[config.mk]
export PLATFORM = sky130hd
export DESIGN_NAME = text_field_validator_flat
export DESIGN_NICKNAME = d
export VERILOG_FILES = /design/src/rtl/tfv_pkg.sv /design/src/rtl/tfv_if.sv /design/src/rtl/text_field_validator.sv /design/src/flat_wrapper.sv
export SDC_FILE = /design/constraint.sdc
export NUM_CORES = 1
export LEC_CHECK = 0
export BUFFER_PORTS_ARGS = -buffer_cell sky130_fd_sc_hd__buf_4
export CORE_AREA = 2 2 139 141
export CTS_BUF_LIST = sky130_fd_sc_hd__clkbuf_8 sky130_fd_sc_hd__clkbuf_16
export DETAILED_ROUTE_END_ITERATION = 12
export DIE_AREA = 0 0 141 143
export PLACE_DENSITY = 0.71
export SLEW_MARGIN = 20
export SYNTH_ARGS = -nofsm -noshare
export SYNTH_HDL_FRONTEND = slang
export SYNTH_SLANG_ARGS = --single-unit
export TNS_END_PERCENT = 100
[constraint.sdc]
create_clock -name clk -period 4.3 [get_ports clk]
set_input_delay 0.43 -clock clk [delete_from_list [all_inputs] [get_ports clk]]
set_output_delay 0.43 -clock clk [all_outputs]
set_load 0.02 [all_outputs]
[src/rtl/tfv_pkg.sv]
// ----------------------------------------------------------------------------
// tfv_pkg
// Shared types, constants and byte classification helpers for the text
// field validator.
// ----------------------------------------------------------------------------
package tfv_pkg;

  localparam int CFG_W         = 16;
  localparam int CFG_IDX_W     = 3;
  localparam int LENGTH_BITS_D = 16;

  typedef enum logic [1:0] {
    KIND_USER    = 2'd0,
    KIND_PASS    = 2'd1,
    KIND_MESSAGE = 2'd2,
    KIND_GROUP   = 2'd3
  } kind_t;

  typedef enum logic [3:0] {
    ST_OK         = 4'd0,
    ST_USER_SHORT = 4'd1,
    ST_USER_LONG  = 4'd2,
    ST_USER_BAD   = 4'd3,
    ST_PASS_SHORT = 4'd4,
    ST_PASS_LONG  = 4'd5,
    ST_INVALID    = 4'd6,
    ST_MSG_EMPTY  = 4'd7,
    ST_MSG_LONG   = 4'd8
  } status_t;

  typedef enum logic [CFG_IDX_W-1:0] {
    REG_USER_MIN  = 3'd0,
    REG_USER_MAX  = 3'd1,
    REG_PASS_MIN  = 3'd2,
    REG_PASS_MAX  = 3'd3,
    REG_MSG_MAX   = 3'd4,
    REG_GROUP_MIN = 3'd5,
    REG_GROUP_MAX = 3'd6
  } reg_idx_t;

  localparam logic [CFG_W-1:0] RST_USER_MIN  = 16'd3;
  localparam logic [CFG_W-1:0] RST_USER_MAX  = 16'd20;
  localparam logic [CFG_W-1:0] RST_PASS_MIN  = 16'd6;
  localparam logic [CFG_W-1:0] RST_PASS_MAX  = 16'd20;
  localparam logic [CFG_W-1:0] RST_MSG_MAX   = 16'd1000;
  localparam logic [CFG_W-1:0] RST_GROUP_MIN = 16'd1;
  localparam logic [CFG_W-1:0] RST_GROUP_MAX = 16'd50;

  localparam logic [7:0] CH_TAB   = 8'h09;
  localparam logic [7:0] CH_LF    = 8'h0A;
  localparam logic [7:0] CH_CR    = 8'h0D;
  localparam logic [7:0] CH_DQUOT = 8'h22;
  localparam logic [7:0] CH_SQUOT = 8'h27;
  localparam logic [7:0] CH_STAR  = 8'h2A;
  localparam logic [7:0] CH_DASH  = 8'h2D;
  localparam logic [7:0] CH_SLASH = 8'h2F;
  localparam logic [7:0] CH_SEMI  = 8'h3B;
  localparam logic [7:0] CH_LT    = 8'h3C;
  localparam logic [7:0] CH_GT    = 8'h3E;
  localparam logic [7:0] CH_USCR  = 8'h5F;
  localparam logic [7:0] CH_LO_P  = 8'h70;
  localparam logic [7:0] CH_LO_S  = 8'h73;
  localparam logic [7:0] CH_LO_X  = 8'h78;
  localparam logic [7:0] CH_DEL   = 8'h7F;

  function automatic logic is_upper(input logic [7:0] b);
    return (b >= 8'h41) && (b <= 8'h5A);
  endfunction

  function automatic logic [7:0] to_lower(input logic [7:0] b);
    return is_upper(b) ? (b + 8'h20) : b;
  endfunction

  function automatic logic is_word(input logic [7:0] b);
    return is_upper(b) || ((b >= 8'h61) && (b <= 8'h7A)) ||
           ((b >= 8'h30) && (b <= 8'h39)) || (b == CH_USCR);
  endfunction

  function automatic logic is_ctrl(input logic [7:0] b);
    return ((b < 8'h20) || (b == CH_DEL)) &&
           (b != CH_TAB) && (b != CH_LF) && (b != CH_CR);
  endfunction

  // single-byte hazards
  function automatic logic is_danger_char(input logic [7:0] c);
    return (c == CH_SQUOT) || (c == CH_DQUOT) || (c == CH_SEMI) ||
           (c == CH_LT) || (c == CH_GT);
  endfunction

endpackage

[src/rtl/tfv_if.sv]
// ----------------------------------------------------------------------------
// tfv channel interfaces
// Valid/ready channels for field bytes, status results and register writes.
// ----------------------------------------------------------------------------
interface tfv_in_if;
  logic                valid;
  logic                ready;
  tfv_pkg::kind_t      field_kind;
  logic [7:0]          data_byte;
  logic                byte_present;
  logic                last;

  modport source (output valid, field_kind, data_byte, byte_present, last,
                  input  ready);
  modport sink   (input  valid, field_kind, data_byte, byte_present, last,
                  output ready);
endinterface

interface tfv_out_if;
  logic                valid;
  logic                ready;
  tfv_pkg::status_t    status;

  modport source (output valid, status, input ready);
  modport sink   (input  valid, status, output ready);
endinterface

interface tfv_cfg_if;
  logic                          valid;
  logic                          ready;
  logic [tfv_pkg::CFG_IDX_W-1:0] index;
  logic [tfv_pkg::CFG_W-1:0]     data;

  modport source (output valid, index, data, input ready);
  modport sink   (input  valid, index, data, output ready);
endinterface

[src/rtl/text_field_validator.sv]
// ----------------------------------------------------------------------------
// text_field_validator
// A last item's status is computed from the input register and held in the
// result register. Throughput: one item per cycle, set by the single pass
// from input register to result register; a stalled result only holds back
// last items. Reset (rst_n low, synchronous) empties both registers, clears
// the field state and loads the default limits.
// ----------------------------------------------------------------------------
module text_field_validator #(
  parameter int LENGTH_BITS = tfv_pkg::LENGTH_BITS_D
) (
  input  logic          clk,
  input  logic          rst_n,
  tfv_in_if.sink        in_if,
  tfv_out_if.source     out_if,
  tfv_cfg_if.sink       cfg_if
);

  localparam int CMP_W = (LENGTH_BITS > tfv_pkg::CFG_W) ? LENGTH_BITS : tfv_pkg::CFG_W;
  localparam logic [LENGTH_BITS-1:0] LEN_TOP = {LENGTH_BITS{1'b1}};

  // limits
  logic [tfv_pkg::CFG_W-1:0] user_min_r, user_max_r, pass_min_r, pass_max_r;
  logic [tfv_pkg::CFG_W-1:0] msg_max_r, group_min_r, group_max_r;

  // input register
  logic               in_valid_r;
  tfv_pkg::kind_t     in_kind_r;
  logic [7:0]         in_byte_r;
  logic               in_present_r;
  logic               in_last_r;

  // field state
  logic [7:0]             prev_r, prev2_r;
  logic [LENGTH_BITS-1:0] cnt_r, cnt_nxt;
  logic                   danger_r, danger_nxt;
  logic                   class_r, class_nxt;

  // result register
  logic               out_valid_r, out_valid_nxt;
  tfv_pkg::status_t   status_r, status_nxt;

  logic               s1_go;
  logic               in_ready;
  logic [7:0]         low_c;
  logic [CMP_W-1:0]   n;

  assign s1_go    = in_valid_r && (!in_last_r || !out_valid_r || out_if.ready);
  assign in_ready = !in_valid_r || s1_go;

  assign in_if.ready  = in_ready;
  assign cfg_if.ready = 1'b1;
  assign out_if.valid  = out_valid_r;
  assign out_if.status = status_r;

  assign low_c = tfv_pkg::to_lower(in_byte_r);
  assign n     = CMP_W'(cnt_nxt);

  always_comb begin
    cnt_nxt    = cnt_r;
    danger_nxt = danger_r;
    class_nxt  = class_r;
    if (in_present_r) begin
      if (tfv_pkg::is_danger_char(low_c)) danger_nxt = 1'b1;
      if ((prev_r == tfv_pkg::CH_DASH  && low_c == tfv_pkg::CH_DASH) ||
          (prev_r == tfv_pkg::CH_SLASH && low_c == tfv_pkg::CH_STAR) ||
          (prev_r == tfv_pkg::CH_STAR  && low_c == tfv_pkg::CH_SLASH)) danger_nxt = 1'b1;
      if ((prev2_r == tfv_pkg::CH_LO_X || prev2_r == tfv_pkg::CH_LO_S) &&
          prev_r == tfv_pkg::CH_LO_P && low_c == tfv_pkg::CH_USCR) danger_nxt = 1'b1;
      if (tfv_pkg::is_ctrl(in_byte_r)) danger_nxt = 1'b1;
      if (!tfv_pkg::is_word(in_byte_r)) class_nxt = 1'b1;
      if (cnt_r != LEN_TOP) cnt_nxt = cnt_r + 1'b1;
    end
  end

  always_comb begin
    status_nxt = tfv_pkg::ST_OK;
    unique case (in_kind_r)
      tfv_pkg::KIND_USER: begin
        priority if (n < CMP_W'(user_min_r)) status_nxt = tfv_pkg::ST_USER_SHORT;
        else if (n > CMP_W'(user_max_r))     status_nxt = tfv_pkg::ST_USER_LONG;
        else if (n == '0 || class_nxt || danger_nxt) status_nxt = tfv_pkg::ST_USER_BAD;
        else                                 status_nxt = tfv_pkg::ST_OK;
      end
      tfv_pkg::KIND_PASS: begin
        priority if (n < CMP_W'(pass_min_r)) status_nxt = tfv_pkg::ST_PASS_SHORT;
        else if (n > CMP_W'(pass_max_r))     status_nxt = tfv_pkg::ST_PASS_LONG;
        else if (danger_nxt)                 status_nxt = tfv_pkg::ST_INVALID;
        else                                 status_nxt = tfv_pkg::ST_OK;
      end
      tfv_pkg::KIND_MESSAGE: begin
        priority if (n == '0)               status_nxt = tfv_pkg::ST_MSG_EMPTY;
        else if (n > CMP_W'(msg_max_r))     status_nxt = tfv_pkg::ST_MSG_LONG;
        else if (danger_nxt)                status_nxt = tfv_pkg::ST_INVALID;
        else                                status_nxt = tfv_pkg::ST_OK;
      end
      tfv_pkg::KIND_GROUP: begin
        if (n < CMP_W'(group_min_r) || n > CMP_W'(group_max_r) || danger_nxt) begin
          status_nxt = tfv_pkg::ST_INVALID;
        end else begin
          status_nxt = tfv_pkg::ST_OK;
        end
      end
      default: status_nxt = tfv_pkg::ST_OK;
    endcase
  end

  always_comb begin
    out_valid_nxt = out_valid_r;
    if (s1_go && in_last_r) begin
      out_valid_nxt = 1'b1;
    end else if (out_if.ready) begin
      out_valid_nxt = 1'b0;
    end
  end

  // control and field state
  always_ff @(posedge clk) begin
    if (!rst_n) begin
      in_valid_r  <= 1'b0;
      out_valid_r <= 1'b0;
      prev_r      <= '0;
      prev2_r     <= '0;
      cnt_r       <= '0;
      danger_r    <= 1'b0;
      class_r     <= 1'b0;
    end else begin
      out_valid_r <= out_valid_nxt;
      if (in_ready) begin
        in_valid_r <= in_if.valid;
      end
      if (s1_go) begin
        if (in_last_r) begin
          prev_r   <= '0;
          prev2_r  <= '0;
          cnt_r    <= '0;
          danger_r <= 1'b0;
          class_r  <= 1'b0;
        end else if (in_present_r) begin
          prev2_r  <= prev_r;
          prev_r   <= low_c;
          cnt_r    <= cnt_nxt;
          danger_r <= danger_nxt;
          class_r  <= class_nxt;
        end
      end
    end
  end

  // payload
  always_ff @(posedge clk) begin
    if (in_ready && in_if.valid) begin
      in_kind_r    <= in_if.field_kind;
      in_byte_r    <= in_if.data_byte;
      in_present_r <= in_if.byte_present;
      in_last_r    <= in_if.last;
    end
    if (s1_go && in_last_r) begin
      status_r <= status_nxt;
    end
  end

  // limit registers
  always_ff @(posedge clk) begin
    if (!rst_n) begin
      user_min_r  <= tfv_pkg::RST_USER_MIN;
      user_max_r  <= tfv_pkg::RST_USER_MAX;
      pass_min_r  <= tfv_pkg::RST_PASS_MIN;
      pass_max_r  <= tfv_pkg::RST_PASS_MAX;
      msg_max_r   <= tfv_pkg::RST_MSG_MAX;
      group_min_r <= tfv_pkg::RST_GROUP_MIN;
      group_max_r <= tfv_pkg::RST_GROUP_MAX;
    end else if (cfg_if.valid) begin
      unique case (cfg_if.index)
        tfv_pkg::REG_USER_MIN:  user_min_r  <= cfg_if.data;
        tfv_pkg::REG_USER_MAX:  user_max_r  <= cfg_if.data;
        tfv_pkg::REG_PASS_MIN:  pass_min_r  <= cfg_if.data;
        tfv_pkg::REG_PASS_MAX:  pass_max_r  <= cfg_if.data;
        tfv_pkg::REG_MSG_MAX:   msg_max_r   <= cfg_if.data;
        tfv_pkg::REG_GROUP_MIN: group_min_r <= cfg_if.data;
        tfv_pkg::REG_GROUP_MAX: group_max_r <= cfg_if.data;
        default: ;
      endcase
    end
  end

  a_new_result_from_last: assert property (@(posedge clk) disable iff (!rst_n)
    (out_valid_r && !$past(out_valid_r)) |-> $past(in_valid_r && in_last_r))
    else $error("result appeared without a last item");

  a_status_range: assert property (@(posedge clk) disable iff (!rst_n)
    out_valid_r |-> (status_r <= tfv_pkg::ST_MSG_LONG))
    else $error("status code out of range");

  a_clear_after_last: assert property (@(posedge clk) disable iff (!rst_n)
    (s1_go && in_last_r) |=> (cnt_r == '0 && !danger_r && !class_r && prev_r == '0))
    else $error("field state not cleared after last item");

  a_stage_holds: assert property (@(posedge clk) disable iff (!rst_n)
    (in_valid_r && !s1_go) |=> (in_valid_r && $stable(in_byte_r) && $stable(in_last_r)))
    else $error("input register lost a stalled item");

  a_count_saturates: assert property (@(posedge clk) disable iff (!rst_n)
    (cnt_r == LEN_TOP && !(s1_go && in_last_r)) |=> (cnt_r == LEN_TOP))
    else $error("length counter wrapped");

endmodule

[src/flat_wrapper.sv]
// flat-port wrapper written by rule: the top's interface ports become plain ports
module text_field_validator_flat 
#(
  parameter int LENGTH_BITS = tfv_pkg::LENGTH_BITS_D
)
  (clk, rst_n, in_if_valid, in_if_field_kind, in_if_data_byte, in_if_byte_present, in_if_last, in_if_ready, out_if_valid, out_if_status, out_if_ready, cfg_if_valid, cfg_if_index, cfg_if_data, cfg_if_ready);
  tfv_in_if in_if_i ();
  tfv_out_if out_if_i ();
  tfv_cfg_if cfg_if_i ();
  input  logic clk;
  input  logic rst_n;
  input wire logic [$bits(in_if_i.valid)-1:0] in_if_valid;
  input wire logic [$bits(in_if_i.field_kind)-1:0] in_if_field_kind;
  input wire logic [$bits(in_if_i.data_byte)-1:0] in_if_data_byte;
  input wire logic [$bits(in_if_i.byte_present)-1:0] in_if_byte_present;
  input wire logic [$bits(in_if_i.last)-1:0] in_if_last;
  output wire logic [$bits(in_if_i.ready)-1:0] in_if_ready;
  output wire logic [$bits(out_if_i.valid)-1:0] out_if_valid;
  output wire logic [$bits(out_if_i.status)-1:0] out_if_status;
  input wire logic [$bits(out_if_i.ready)-1:0] out_if_ready;
  input wire logic [$bits(cfg_if_i.valid)-1:0] cfg_if_valid;
  input wire logic [$bits(cfg_if_i.index)-1:0] cfg_if_index;
  input wire logic [$bits(cfg_if_i.data)-1:0] cfg_if_data;
  output wire logic [$bits(cfg_if_i.ready)-1:0] cfg_if_ready;
  assign in_if_i.valid = in_if_valid;
  assign in_if_i.field_kind = in_if_field_kind;
  assign in_if_i.data_byte = in_if_data_byte;
  assign in_if_i.byte_present = in_if_byte_present;
  assign in_if_i.last = in_if_last;
  assign in_if_ready = in_if_i.ready;
  assign out_if_valid = out_if_i.valid;
  assign out_if_status = out_if_i.status;
  assign out_if_i.ready = out_if_ready;
  assign cfg_if_i.valid = cfg_if_valid;
  assign cfg_if_i.index = cfg_if_index;
  assign cfg_if_i.data = cfg_if_data;
  assign cfg_if_ready = cfg_if_i.ready;
  text_field_validator #(.LENGTH_BITS(LENGTH_BITS)) u_core (.clk(clk), .rst_n(rst_n), .in_if(in_if_i), .out_if(out_if_i), .cfg_if(cfg_if_i));
endmodule
# ---- Word-level counts from Yosys, hierarchy flattened
# Index checks and enable logic that the tools add are counted.
dict set report op_classes {
  n_reduce_logical 48
  eq_ne 30
  add_sub_neg 2
  order_cmp 14
  n_mux 32
}
# op n
set ops {}
lappend ops {{8-bit by 6-bit equality test with 1-bit output (second input constant)} 11}
lappend ops {{16-bit > comparator} 4}
lappend ops {{16-bit two-way mux} 4}
lappend ops {{8-bit by 7-bit equality test with 1-bit output (second input constant)} 6}
lappend ops {{16-bit less-than comparator} 3}
lappend ops {{8-bit two-way mux} 5}
lappend ops {{4-bit two-way mux} 6}
lappend ops {{8-bit by 4-bit != test with 1-bit output (second input constant)} 3}
lappend ops {{1-bit logical OR} 18}
lappend ops {{16-bit by 1-bit adder with 16-bit output (second input constant)} 1}
lappend ops {{8-bit by 7-bit greater-or-equal comparator with 1-bit output (second input constant)} 2}
lappend ops {{8-bit by 7-bit <= comparator with 1-bit output (second input constant)} 2}
lappend ops {{16-bit zero test} 1}
lappend ops {{16-bit != test (second input constant)} 1}
lappend ops {{4-bit case mux with 4 select lines} 1}
lappend ops {{2-bit AND reduction} 8}
lappend ops {{1-bit logical AND} 14}
lappend ops {{1-bit two-way mux} 13}
lappend ops {{3-bit equality test (second input constant)} 3}
lappend ops {{8-bit by 6-bit adder with 8-bit output (second input constant)} 1}
lappend ops {{8-bit by 6-bit greater-or-equal comparator with 1-bit output (second input constant)} 1}
lappend ops {{8-bit by 6-bit <= comparator with 1-bit output (second input constant)} 1}
lappend ops {{8-bit by 6-bit less-than comparator with 1-bit output (second input constant)} 1}
lappend ops {{3-bit by 2-bit equality test with 1-bit output (second input constant)} 2}
lappend ops {{9 further kinds} 14}
dict set report totals {
  regBits 164
  wordCells 145
  out_inout_bits 7
}

# ---- Depth between registers and ports, before layout
# Gate-level depths: netlist of run 1.
dict set report depth {
  depth_word 18
  depth_mapped 15
}

# ---- Least setup slack after synthesis of run 1
# No wires, ideal clock.
dict set report synth_path {
  kind {register to register}
  start {reg u_core.cnt_r[1]}
  end {reg u_core.status_r[0] (netlist: u_core.out_if.status[0]) (data pin)}
  synth_period_minus_slack_ps 3680
  setup_slack_ps 620
  path_stages_with_launch 16
  n_path_buf 0
  t_arrival_ps 3416
  t_required_ps 4036
  cell_sequence {dfxtp_1 ha_1 nand4_1 or4_1 nand2_1 nor3_1 xor2_1 ha_1 o21a_1 o21a_1 o21ai_0 a31oi_1 nor3_1 a21oi_1 and3b_1 o41a_1}
}
dict set report synth_between {
  elab_chain_len 10
  word_cells_on_any_way 20
  classes_between {add/sub (1); order compare (5); eq/ne (1); mux (10); reduce/logical (3)}
}
# item line_no
set synth_lines {}
lappend synth_lines {{from (decl)} text_field_validator.sv:35} ;# logic [LENGTH_BITS-1:0] cnt_r, cnt_nxt;
lappend synth_lines {{from (signal assigned)} text_field_validator.sv:142} ;# cnt_r <= cnt_nxt;
lappend synth_lines {{16-bit by 1-bit adder with 16-bit output / 16-bit != test (equally long branches)} text_field_validator.sv:72} ;# if (cnt_r != LEN_TOP) cnt_nxt = cnt_r + 1'b1;
lappend synth_lines {{16-bit two-way mux} text_field_validator.sv:72}
lappend synth_lines {{16-bit two-way mux (*)} text_field_validator.sv:63} ;# if (in_present_r) begin
lappend synth_lines {{parallel branches: the longest is 6 deep, another holds 16-bit > comparator} --}
lappend synth_lines {{4-bit case mux with 4 select lines (*)} text_field_validator.sv:78} ;# unique case (in_kind_r)
lappend synth_lines {{via u_core.status_nxt[0]} text_field_validator.sv:41} ;# tfv_pkg::status_t status_r, status_nxt;
lappend synth_lines {{to (signal assigned)} text_field_validator.sv:159} ;# status_r <= status_nxt;
lappend synth_lines {{to (decl)} text_field_validator.sv:41}
# Mark *: on every way through the listed nets, which the timed path passes.
# A chain may end at the register's enable or synchronous reset.

# ---- Worst setup path in the final report of run 1
dict set report layout_path {
  start {reg u_core.cnt_r[2]}
  end {reg u_core.status_r[0] (netlist: u_core.out_if.status[0]) (data pin)}
}
# The elaborated chain is that of the path after synthesis.

==> results of run 1 <==
-- flip-flops by register name (all words and copies together), names as in the netlist, 8 cells and up --
register,flops
u_core.cnt_r,16
u_core.group_max_r,16
u_core.group_min_r,16
u_core.in_byte_r,8
u_core.msg_max_r,16
u_core.pass_max_r,16
u_core.pass_min_r,16
u_core.prev2_r,8
u_core.prev_r,8
u_core.user_max_r,16
u_core.user_min_r,16
-- through the flow --
step	instances	setup WS, ns	power [mW]	util (%)
after floorplan	1212	0.6203	1.810	-
after global placement	1458	0.1793	1.921	56.81
after detailed placement	1458	0.1317	1.926	56.88
after CTS	1490	0.1053	3.400	59.91
after global routing	1494	0.008709	3.491	60.36
final	1494	0.3288	3.392	60.36
-- final timing paths --
check                                 startpoint                             endpoint  slack [ns]
min reg2reg  u_core.group_min_r[12]$_SDFFE_PN0P_  u_core.group_min_r[12]$_SDFFE_PN0P_        0.46
max                 u_core.cnt_r[2]$_SDFFE_PN0P_    u_core.out_if.status[0]$_DFFE_PP_        0.33
max reg2reg         u_core.cnt_r[2]$_SDFFE_PN0P_    u_core.out_if.status[0]$_DFFE_PP_        0.33
min                           in_if_data_byte[6]        u_core.in_byte_r[6]$_DFFE_PP_        0.15
-- layout make-up --
class / count / area share (%)
tap: 234 / 2.610
clock buffer: 17 / 3.793
multi-input combinational: 874 / 52.96
sequential: 164 / 30.70
clock inverter: 15 / 1.238
timing repair buffer: 70 / 4.685
inverter: 120 / 4.016
-- where the power goes --
part	switching, mW	total (mW)	internal, mW	leakage (nW)
logic	0.175	0.287	0.112	2.84
registers	0.0316	1.61	1.58	1.35
clock network	0.729	1.49	0.765	0.277
-- logic make-up after synthesis --
logic type | Yosys count | share of synthesized area, %
buffers and inverters | 174 | 6.703
AO/OA/AOI/OAI | 287 | 20.65
AND/OR/NAND/NOR | 455 | 22.18
flip-flops | 164 | 34.54
adder cells (fa/ha/maj) | 112 | 14.06
XOR/XNOR | 15 | 1.393
other | 1 | 0.03762
multiplexers | 4 | 0.4393
-- metal layers --
layer | GRT usage (%) | up-vias | routed length, µm
met4 | 7.474 | 0 | 420
li1 | - | 4275 | -
met2 | 42.26 | 278 | 11780
met3 | 4.963 | 31 | 1767
met5 | 0 | - | 0
met1 | 40.32 | 4028 | 13100
-- worst register-to-register path, stage by stage, from the launching register on --
cell and delay (ns):
dfxtp_1 0.54, nand4_1 0.30, nor3_2 0.34, o31ai_1 0.14
buf_4 0.17, xnor2_1 0.28, ha_1 0.32, a211oi_1 0.25
o21bai_1 0.10, a21oi_1 0.19, o21a_1 0.16, nand2_1 0.06
o31ai_2 0.25, and3b_1 0.22, o41a_1 0.40
-- what timing repair did --
action / 4_1_cts / 5_1_grt
resized for setup: 0 / 8
buffers inserted: 0 / 4
endpoints found under the setup margin: 0 / 4
-- cells in the mapped netlist, types with 15 or more instances --
cell type / instances
a21boi_0: 96
a21o_1: 15
a21oi_1: 37
a22oi_1: 24
clkbuf_1: 45
dfxtp_1: 148
edfxtp_1: 16
ha_1: 112
inv_1: 120
nand2_1: 251
nand3_1: 20
nand4_1: 25
nor2_1: 35
nor2b_1: 38
nor3_1: 17
o211ai_1: 27
o21ai_0: 31
==> impl_metrics.tcl, run 1 <==
set metrics [dict create \
    start_kind "flop" \
    hold_class "input port to flop" \
    synthCells 1212 \
    critical_path_class "flop to flop" \
    cp_num_buf_inv 1 \
    rows 50 \
    skew_ns 0.01023 \
    seq_area_frac_synth_pct 34.54 \
    endpoint_kind "flop" \
    syn_area_per_cell_um2 8.225 \
    cp.required_ns 4.49 \
    reg2regPathDepth 14 \
    status "complete, no violations" \
    path_max_fanout 10 \
    grt_first_pass_wirelength_um 43390 \
    fillers 1605 \
    antennaDiodeCount 0 \
    ctsLongestPathBuffers 2 \
    gp_congestion 0.9172 \
    cts_max_level 4 \
    tritoncts "built" \
    nets 1395 \
    timing.hold.ws_ns 0.1466 \
    seq_area_um2 3443 \
    dpl_cell_area_um2 10570 \
    synth_edf_count 16 \
    design.die.area_um2 20160 \
    cp_top_family "compound AO/OA/AOI/OAI gates" \
    grt_usage_pct 27.69 \
    die_w_um 141 \
    max_stage_delay_ns 0.54 \
    core_area_um2 18580 \
    grt_pass1_vias 8082 \
    viasPerCell 5.764 \
    slew_violations 0 \
    timing.fmax_ghz 0.2518 \
    synth_warnings 0 \
    crit_chain "nand4_1, nor3_2, o31ai_1, buf_4, xnor2_1, ha_1, a211oi_1, o21bai_1, a21oi_1, o21a_1, nand2_1, o31ai_2, and3b_1, o41a_1" \
    drive_gt1_share_pct 11.11 \
    layout_common_cells "251 x nand2_1, 148 x dfxtp_1, 121 x inv_1, 112 x ha_1, 96 x a21boi_0" \
    cap_violations 0 \
    cts.clk_slew.worst_paths_ns 0.08 \
    synthTopCellsByArea "dfxtp_1 30%, ha_1 14%, nand2_1 9.5%, a21boi_0 7.2%, edfxtp_1 4.8%" \
    synthArstFlopShare_pct 0 \
    drtIter0Drc 771 \
    multi_input_comb_area_um2 5939 \
    firstDrtPassIters 5 \
    p_leak_nw 4.472 \
    wirelength_um 27060 \
    power_density_nw_per_um2 302.4 \
    ys.flop_type "dfxtp_1" \
    ioPinCount 43 \
    netlist_area_um2 9968 \
    dp_hpwl_um 19520 \
    grt_overflow 0 \
    setup-violations-final 0 \
    final_hold_viol_count 0 \
    dieHeight_um 143 \
    worst_pin_slew_ns 1.038 \
    initial_utilization_pct 53.65 \
    cts_sinks 164 \
    period_share_pct 92.35 \
    fin_tns_setup_ns 0 \
    final_common_cell "nand2_1" \
    synth-seq-cells 164 \
    post-route-min-period_ns 3.971 \
    synth_cell_types 78 \
    postRouteAntennaNets 0 \
    cts_buffers 17 \
    synth.net_count 1360 \
    synth_top_area_share_pct 29.72 \
    rsz0062_at_grt "false" \
    crit_slowest_cell "dfxtp_1" \
    grt_start_max_net_pins 116 \
    drcViolationCount 0 \
    min_path_cells 1 \
    stdcell_area_um2 11220 \
    slew-limit-headroom_pct 30.78 \
    vdd_drop_max_v 0.0003051 \
    clockRootBuffer "clkbuf_16" \
    cp.arrival_ns 4.16 \
    path_depth 14 \
    antenna_found_initial 0 \
    syn_to_final_growth_pct 12.51 \
    worstSkewPairLatency_ns 0.45 \
    port_buffers 41 \
    netlist.top_cell.by_area "dfxtp_1" \
    dr_total_vias 8612 \
    wl_per_cell_um 18.12 \
    cts_hold_buffers 0 \
]
Power figures use the tool's default switching activity.
==> inputs of run 2 (changes only) <==
CORE_AREA = 2 2 186 188   (was 2 2 139 141)
DIE_AREA = 0 0 188 190   (was 0 0 141 143)
PLACE_DENSITY = unset   (was 0.71)
==> impl_metrics.tcl, run 2 (synthesis gave the netlist of run 1 again) <==
set metrics [dict create \
    dpl.cell_count 1685 \
    setup-violations-final 0 \
    status "complete, no violations" \
    cp.arrival_ns 4.34 \
    port_buffers 41 \
    grt_pass1_vias 8216 \
    p_sw_uw 863.3 \
    critical_path_class "flop to flop" \
    worstSkewPairLatency_ns 0.44 \
    post-route-min-period_ns 4.056 \
    drcViolationCount 0 \
    design.die.area_um2 35720 \
    slew-limit-headroom_pct 25.66 \
    p_sw_share_pct 24.84 \
    dr_total_vias 8400 \
    ctsLongestPathBuffers 2 \
    vdd_drop_max_v 0.0002353 \
    path_max_fanout 7 \
    wl_per_cell_um 16.16 \
    cts_buffers 17 \
    hold_start "in_if_data_byte[1]" \
    syn_to_final_growth_pct 15.82 \
    min_to "u_core.in_byte_r[1]$_DFFE_PP_" \
    antenna_found_initial 0 \
    antennaDiodeCount 0 \
    p_seq_share_pct 46.3 \
    gp_congestion 0.8503 \
    skew_ns 0.008451 \
    wirelength_um 27760 \
    initial_utilization_pct 29.36 \
    period_share_pct 94.33 \
    ioPinCount 43 \
    grt_overflow 0 \
    power_density_nw_per_um2 301.0 \
    final_common_cell "nand2_1" \
    layout_common_cells "251 x nand2_1, 148 x dfxtp_1, 122 x inv_1, 112 x ha_1, 96 x a21boi_0" \
    grt_usage_pct 15.66 \
    p_comb_share_pct 8.4 \
    slew_violations 0 \
    r2r-start "u_core.cnt_r[1]$_SDFFE_PN0P_" \
    drtIter0Drc 538 \
    rows 68 \
    core_area_um2 33950 \
    dieHeight_um 190 \
    reg2regPathDepth 15 \
    firstDrtPassIters 5 \
    rr_endpoint "u_core.out_if.status[2]$_DFFE_PP_" \
    cts_max_level 4 \
    drive_gt1_share_pct 10.94 \
    p_leak_nw 4.490 \
    cp.required_ns 4.58 \
    grt_start_max_net_pins 117 \
    cts.clk_slew.worst_paths_ns 0.07 \
    cts_sinks 164 \
    viasPerCell 4.892 \
    endpoint_kind "flop" \
    hold_class "input port to flop" \
    clockRootBuffer "clkbuf_16" \
    rsz0062_at_grt "false" \
    clock_power_share_pct 45.3 \
    worst_pin_slew_ns 1.115 \
    min_path_cells 1 \
    nets 1397 \
    final-instance-count-excl-fill 1717 \
    r2r_slack_ns 0.24 \
    timing.fmax_ghz 0.2465 \
    dp_hpwl_um 20330 \
    cap_violations 0 \
    p_int_mw 2.612 \
    die_w_um 188 \
    postRouteAntennaNets 0 \
    grt_first_pass_wirelength_um 43840 \
    tritoncts "built" \
    start_kind "flop" \
    fin_tns_setup_ns 0 \
    final_hold_viol_count 0 \
]
run 2: cell types whose count changed in the layout (fill, tap and decap cells not counted), moves of 2 or more:
cell       previous run  this run
clkbuf_16            17        19
clkinv_2              0         3
bufinv_16             0         2
xnor2_1               6         8
xnor2_2               4         2
inv_8                 4         0
inv_6                 4         0
run 2: power by group through the flow:
stage | clock network [mW] | logic (mW) | registers (mW)
floorplan | 0 | 0.180 | 1.63
global placement | 0 | 0.286 | 1.64
detailed placement | 0 | 0.289 | 1.64
CTS | 1.60 | 0.291 | 1.61
global route | 1.67 | 0.319 | 1.61
finish | 1.57 | 0.290 | 1.61
run 2: worst max path at each step:
stage	startpoint	end	slack [ns]	depth (start not counted)
after floorplan	u_core.cnt_r[1]$_SDFFE_PN0P_	u_core.out_if.status[0]$_DFFE_PP_	0.62	15
after global placement	u_core.cnt_r[1]$_SDFFE_PN0P_	u_core.out_if.status[2]$_DFFE_PP_	0.14	15
after detailed placement	u_core.cnt_r[1]$_SDFFE_PN0P_	u_core.out_if.status[1]$_DFFE_PP_	0.08	15
after CTS	u_core.cnt_r[1]$_SDFFE_PN0P_	u_core.out_if.status[1]$_DFFE_PP_	0.02	15
after global routing	u_core.cnt_r[1]$_SDFFE_PN0P_	u_core.out_if.status[1]$_DFFE_PP_	0.06	15
final	u_core.cnt_r[1]$_SDFFE_PN0P_	u_core.out_if.status[2]$_DFFE_PP_	0.24	15
run 2: stage by stage:
step	instance area (µm²)	util [%]	worst slack [ns]	power, mW	hold slack, ns
6_report	11540	34.01	0.2438	3.475	0.1685
4_1_cts	11510	33.89	0.01533	3.504	0.1537
2_1_floorplan	9968	-	0.6203	1.810	0.4411
5_1_grt	11540	34.01	0.05942	3.600	0.1505
3_3_place_gp	10890	32.07	0.1387	1.929	0.4507
3_5_place_dp	10900	32.11	0.07540	1.934	0.4573
run 2: cell type report:
cell class | count | area, µm²
Multi-Input combinational cell | 874 | 5922
Timing Repair Buffer | 72 | 553.0
Sequential cell | 164 | 3443
Clock inverter | 13 | 131.4
Inverter | 120 | 450.4
Tap cell | 455 | 569.3
Fill cell | 3515 | 22400
Clock buffer | 19 | 475.5
run 2: metal layers:
| metal | track usage [%] | up-vias | wire length, µm |
|---|---|---|---|
| li1 | - | 4278 | - |
| met1 | 19.00 | 3929 | 12460 |
| met2 | 27.58 | 151 | 13540 |
| met3 | 2.767 | 42 | 949 |
| met4 | 5.966 | 0 | 805 |
| met5 | 0 | - | 0 |
run 2: worst max-delay path, stage by stage (launching register included):
cell and delay, ns:
dfxtp_1 0.40, ha_1 0.20, nand4_1 0.18, or4_1 0.48
nand2_1 0.14, nor3_2 0.10, xor2_2 0.47, ha_1 0.35
a21o_1 0.16, a221o_1 0.34, a21oi_1 0.16, o31ai_1 0.09
a211oi_1 0.31, nor4bb_1 0.10, o22a_1 0.26, o22ai_2 0.15
run 2: repair_timing:
item | CTS | global route
hold buffers | 0 | 0
buffers inserted | 0 | 0
setup endpoints to repair | 0 | 3
gates resized for setup | 0 | 6
==> inputs of run 3 (changes only) <==
==> constraint.sdc (replaced) <==
create_clock -name clk -period 4.6 [get_ports clk]
set_input_delay 0.46 -clock clk [delete_from_list [all_inputs] [get_ports clk]]
set_output_delay 0.46 -clock clk [all_outputs]
set_load 0.05 [all_outputs]
==> impl_metrics.tcl, run 3 (synthesis gave the netlist of run 1 again) <==
set metrics [dict create \
    crit_top_cell "ha_1" \
    timing.fmax_ghz 0.2369 \
    dp_hpwl_um 20290 \
    final-instance-count-excl-fill 1712 \
    ioPinCount 43 \
    power_density_nw_per_um2 277.5 \
    top_layer "met4" \
    wirelength_um 27840 \
    dpl.cell_count 1680 \
    antennaDiodeCount 0 \
    post-route-min-period_ns 4.221 \
    drive_gt1_share_pct 10.26 \
    met3_length_um 725 \
    rows 68 \
    layout_common_cells "251 x nand2_1, 148 x dfxtp_1, 120 x inv_1, 112 x ha_1, 96 x a21boi_0" \
    start_kind "flop" \
    grt_usage_pct 15.92 \
    max_stage_delay_ns 0.56 \
    timing.hold.ws_ns 0.1946 \
    cp.arrival_ns 4.51 \
    port_buffers 41 \
    crit_slowest_cell "or4_1" \
    grt_start_max_net_pins 80 \
    grt_first_pass_wirelength_um 44590 \
    viasPerCell 4.980 \
    core_area_um2 33950 \
    final_common_cell "nand2_1" \
    crit_start "u_core.cnt_r[1]$_SDFFE_PN0P_" \
    clockRootBuffer "clkbuf_16" \
    antenna_found_initial 0 \
    final_hold_viol_count 0 \
    period_share_pct 91.75 \
    wl_per_cell_um 16.26 \
    rsz0062_at_grt "false" \
    drtIter0Drc 528 \
    skew_ns 0.009467 \
    status "complete, no violations" \
    ctsLongestPathBuffers 2 \
    p_leak_nw 4.417 \
    gp_congestion 0.8402 \
    cts.clk_slew.worst_paths_ns 0.07 \
    critical_path_class "flop to flop" \
    met1_length_um 12590 \
    r2r-start "u_core.cnt_r[1]$_SDFFE_PN0P_" \
    cp_num_buf_inv 0 \
    hold_class "input port to flop" \
    fillers 3592 \
    worst_slack_ns 0.3793 \
    place_ws_ns 0.1487 \
    design.die.area_um2 35720 \
    vdd_drop_max_v 0.0002495 \
    setup-violations-final 0 \
    slew_violations 0 \
    dr_total_vias 8525 \
    initial_utilization_pct 29.36 \
    drcViolationCount 0 \
    dieHeight_um 190 \
    endpoint_kind "flop" \
    wl_met2_um 13800 \
    slew-limit-headroom_pct 35.32 \
    path_max_fanout 7 \
    fin_tns_setup_ns 0 \
    nets 1392 \
    cts_sinks 164 \
    cts_hold_buffers 0 \
    worstSkewPairLatency_ns 0.44 \
    syn_to_final_growth_pct 14.51 \
    cp.required_ns 4.89 \
    cts_max_level 4 \
    grt_pass1_vias 8364 \
    grt_overflow 0 \
    die_w_um 188 \
    hold_start "in_if_data_byte[1]" \
    crit_chain "ha_1, nand4_1, or4_1, nand2_1, nor3_1, xor2_2, ha_1, a21o_1, a221o_1, a21oi_1, o31ai_1, a211oi_1, nor4bb_1, o22a_1, o211ai_2" \
    tritoncts "built" \
    postRouteAntennaNets 0 \
    cap_violations 0 \
    worst_pin_slew_ns 0.9632 \
    cp_top_family "compound AO/OA/AOI/OAI gates" \
    cts_buffers 17 \
    firstDrtPassIters 5 \
]
[run 3: cell types whose count changed in the layout (fill, tap and decap cells not counted), sizes merged]
cell / delta
buf: -5
clkinvlp: +3
clkinv: -2
bufinv: -1
clkbuf: -1
inv: +1
[run 3: report_power, final]
part	switching, mW	total [mW]	internal, mW
Sequential	0.0272	1.50	1.48
Clock	0.625	1.39	0.763
Combinational	0.170	0.276	0.106
Total	0.823	3.17	2.34
[run 3: area by class of cell]
cell class	instances	area [µm²]	area share (%)
multi-input combinational	874	5879	51.51
clock buffer	18	439.2	3.847
sequential	164	3443	30.17
tap	455	569.3	4.987
inverter	120	450.4	3.946
timing repair buffer	67	503.0	4.406
clock inverter	14	130.1	1.140
[run 3: path summary, 6_finish.rpt]
check | slack (ns) | cells past startpoint | to
max | 0.38 | 15 | u_core.out_if.status[1]$_DFFE_PP_
min | 0.19 | 1 | u_core.in_byte_r[1]$_DFFE_PP_
max reg2reg | 0.38 | 15 | u_core.out_if.status[1]$_DFFE_PP_
min reg2reg | 0.46 | 2 | u_core.msg_max_r[10]$_SDFFE_PN0P_
[run 3: routing by layer]
metal  up-vias  GRT usage (%)
li1       4268              -
met1      4065          19.37
met2       151          28.29
met3        41          2.214
met4         0          6.390
met5         -              0
[run 3: metrics by stage]
step	area (µm²)	total power, mW	util, %
floorplan	9968	1.696	-
global placement	10840	1.808	31.93
detailed placement	10840	1.810	31.93
CTS	11410	3.205	33.60
global route	11410	3.293	33.62
finish	11410	3.168	33.62
[run 3: timing repair]
action	in CTS	in global routing
buffers inserted	0	0
resized for setup	0	1
setup endpoints to repair	0	3
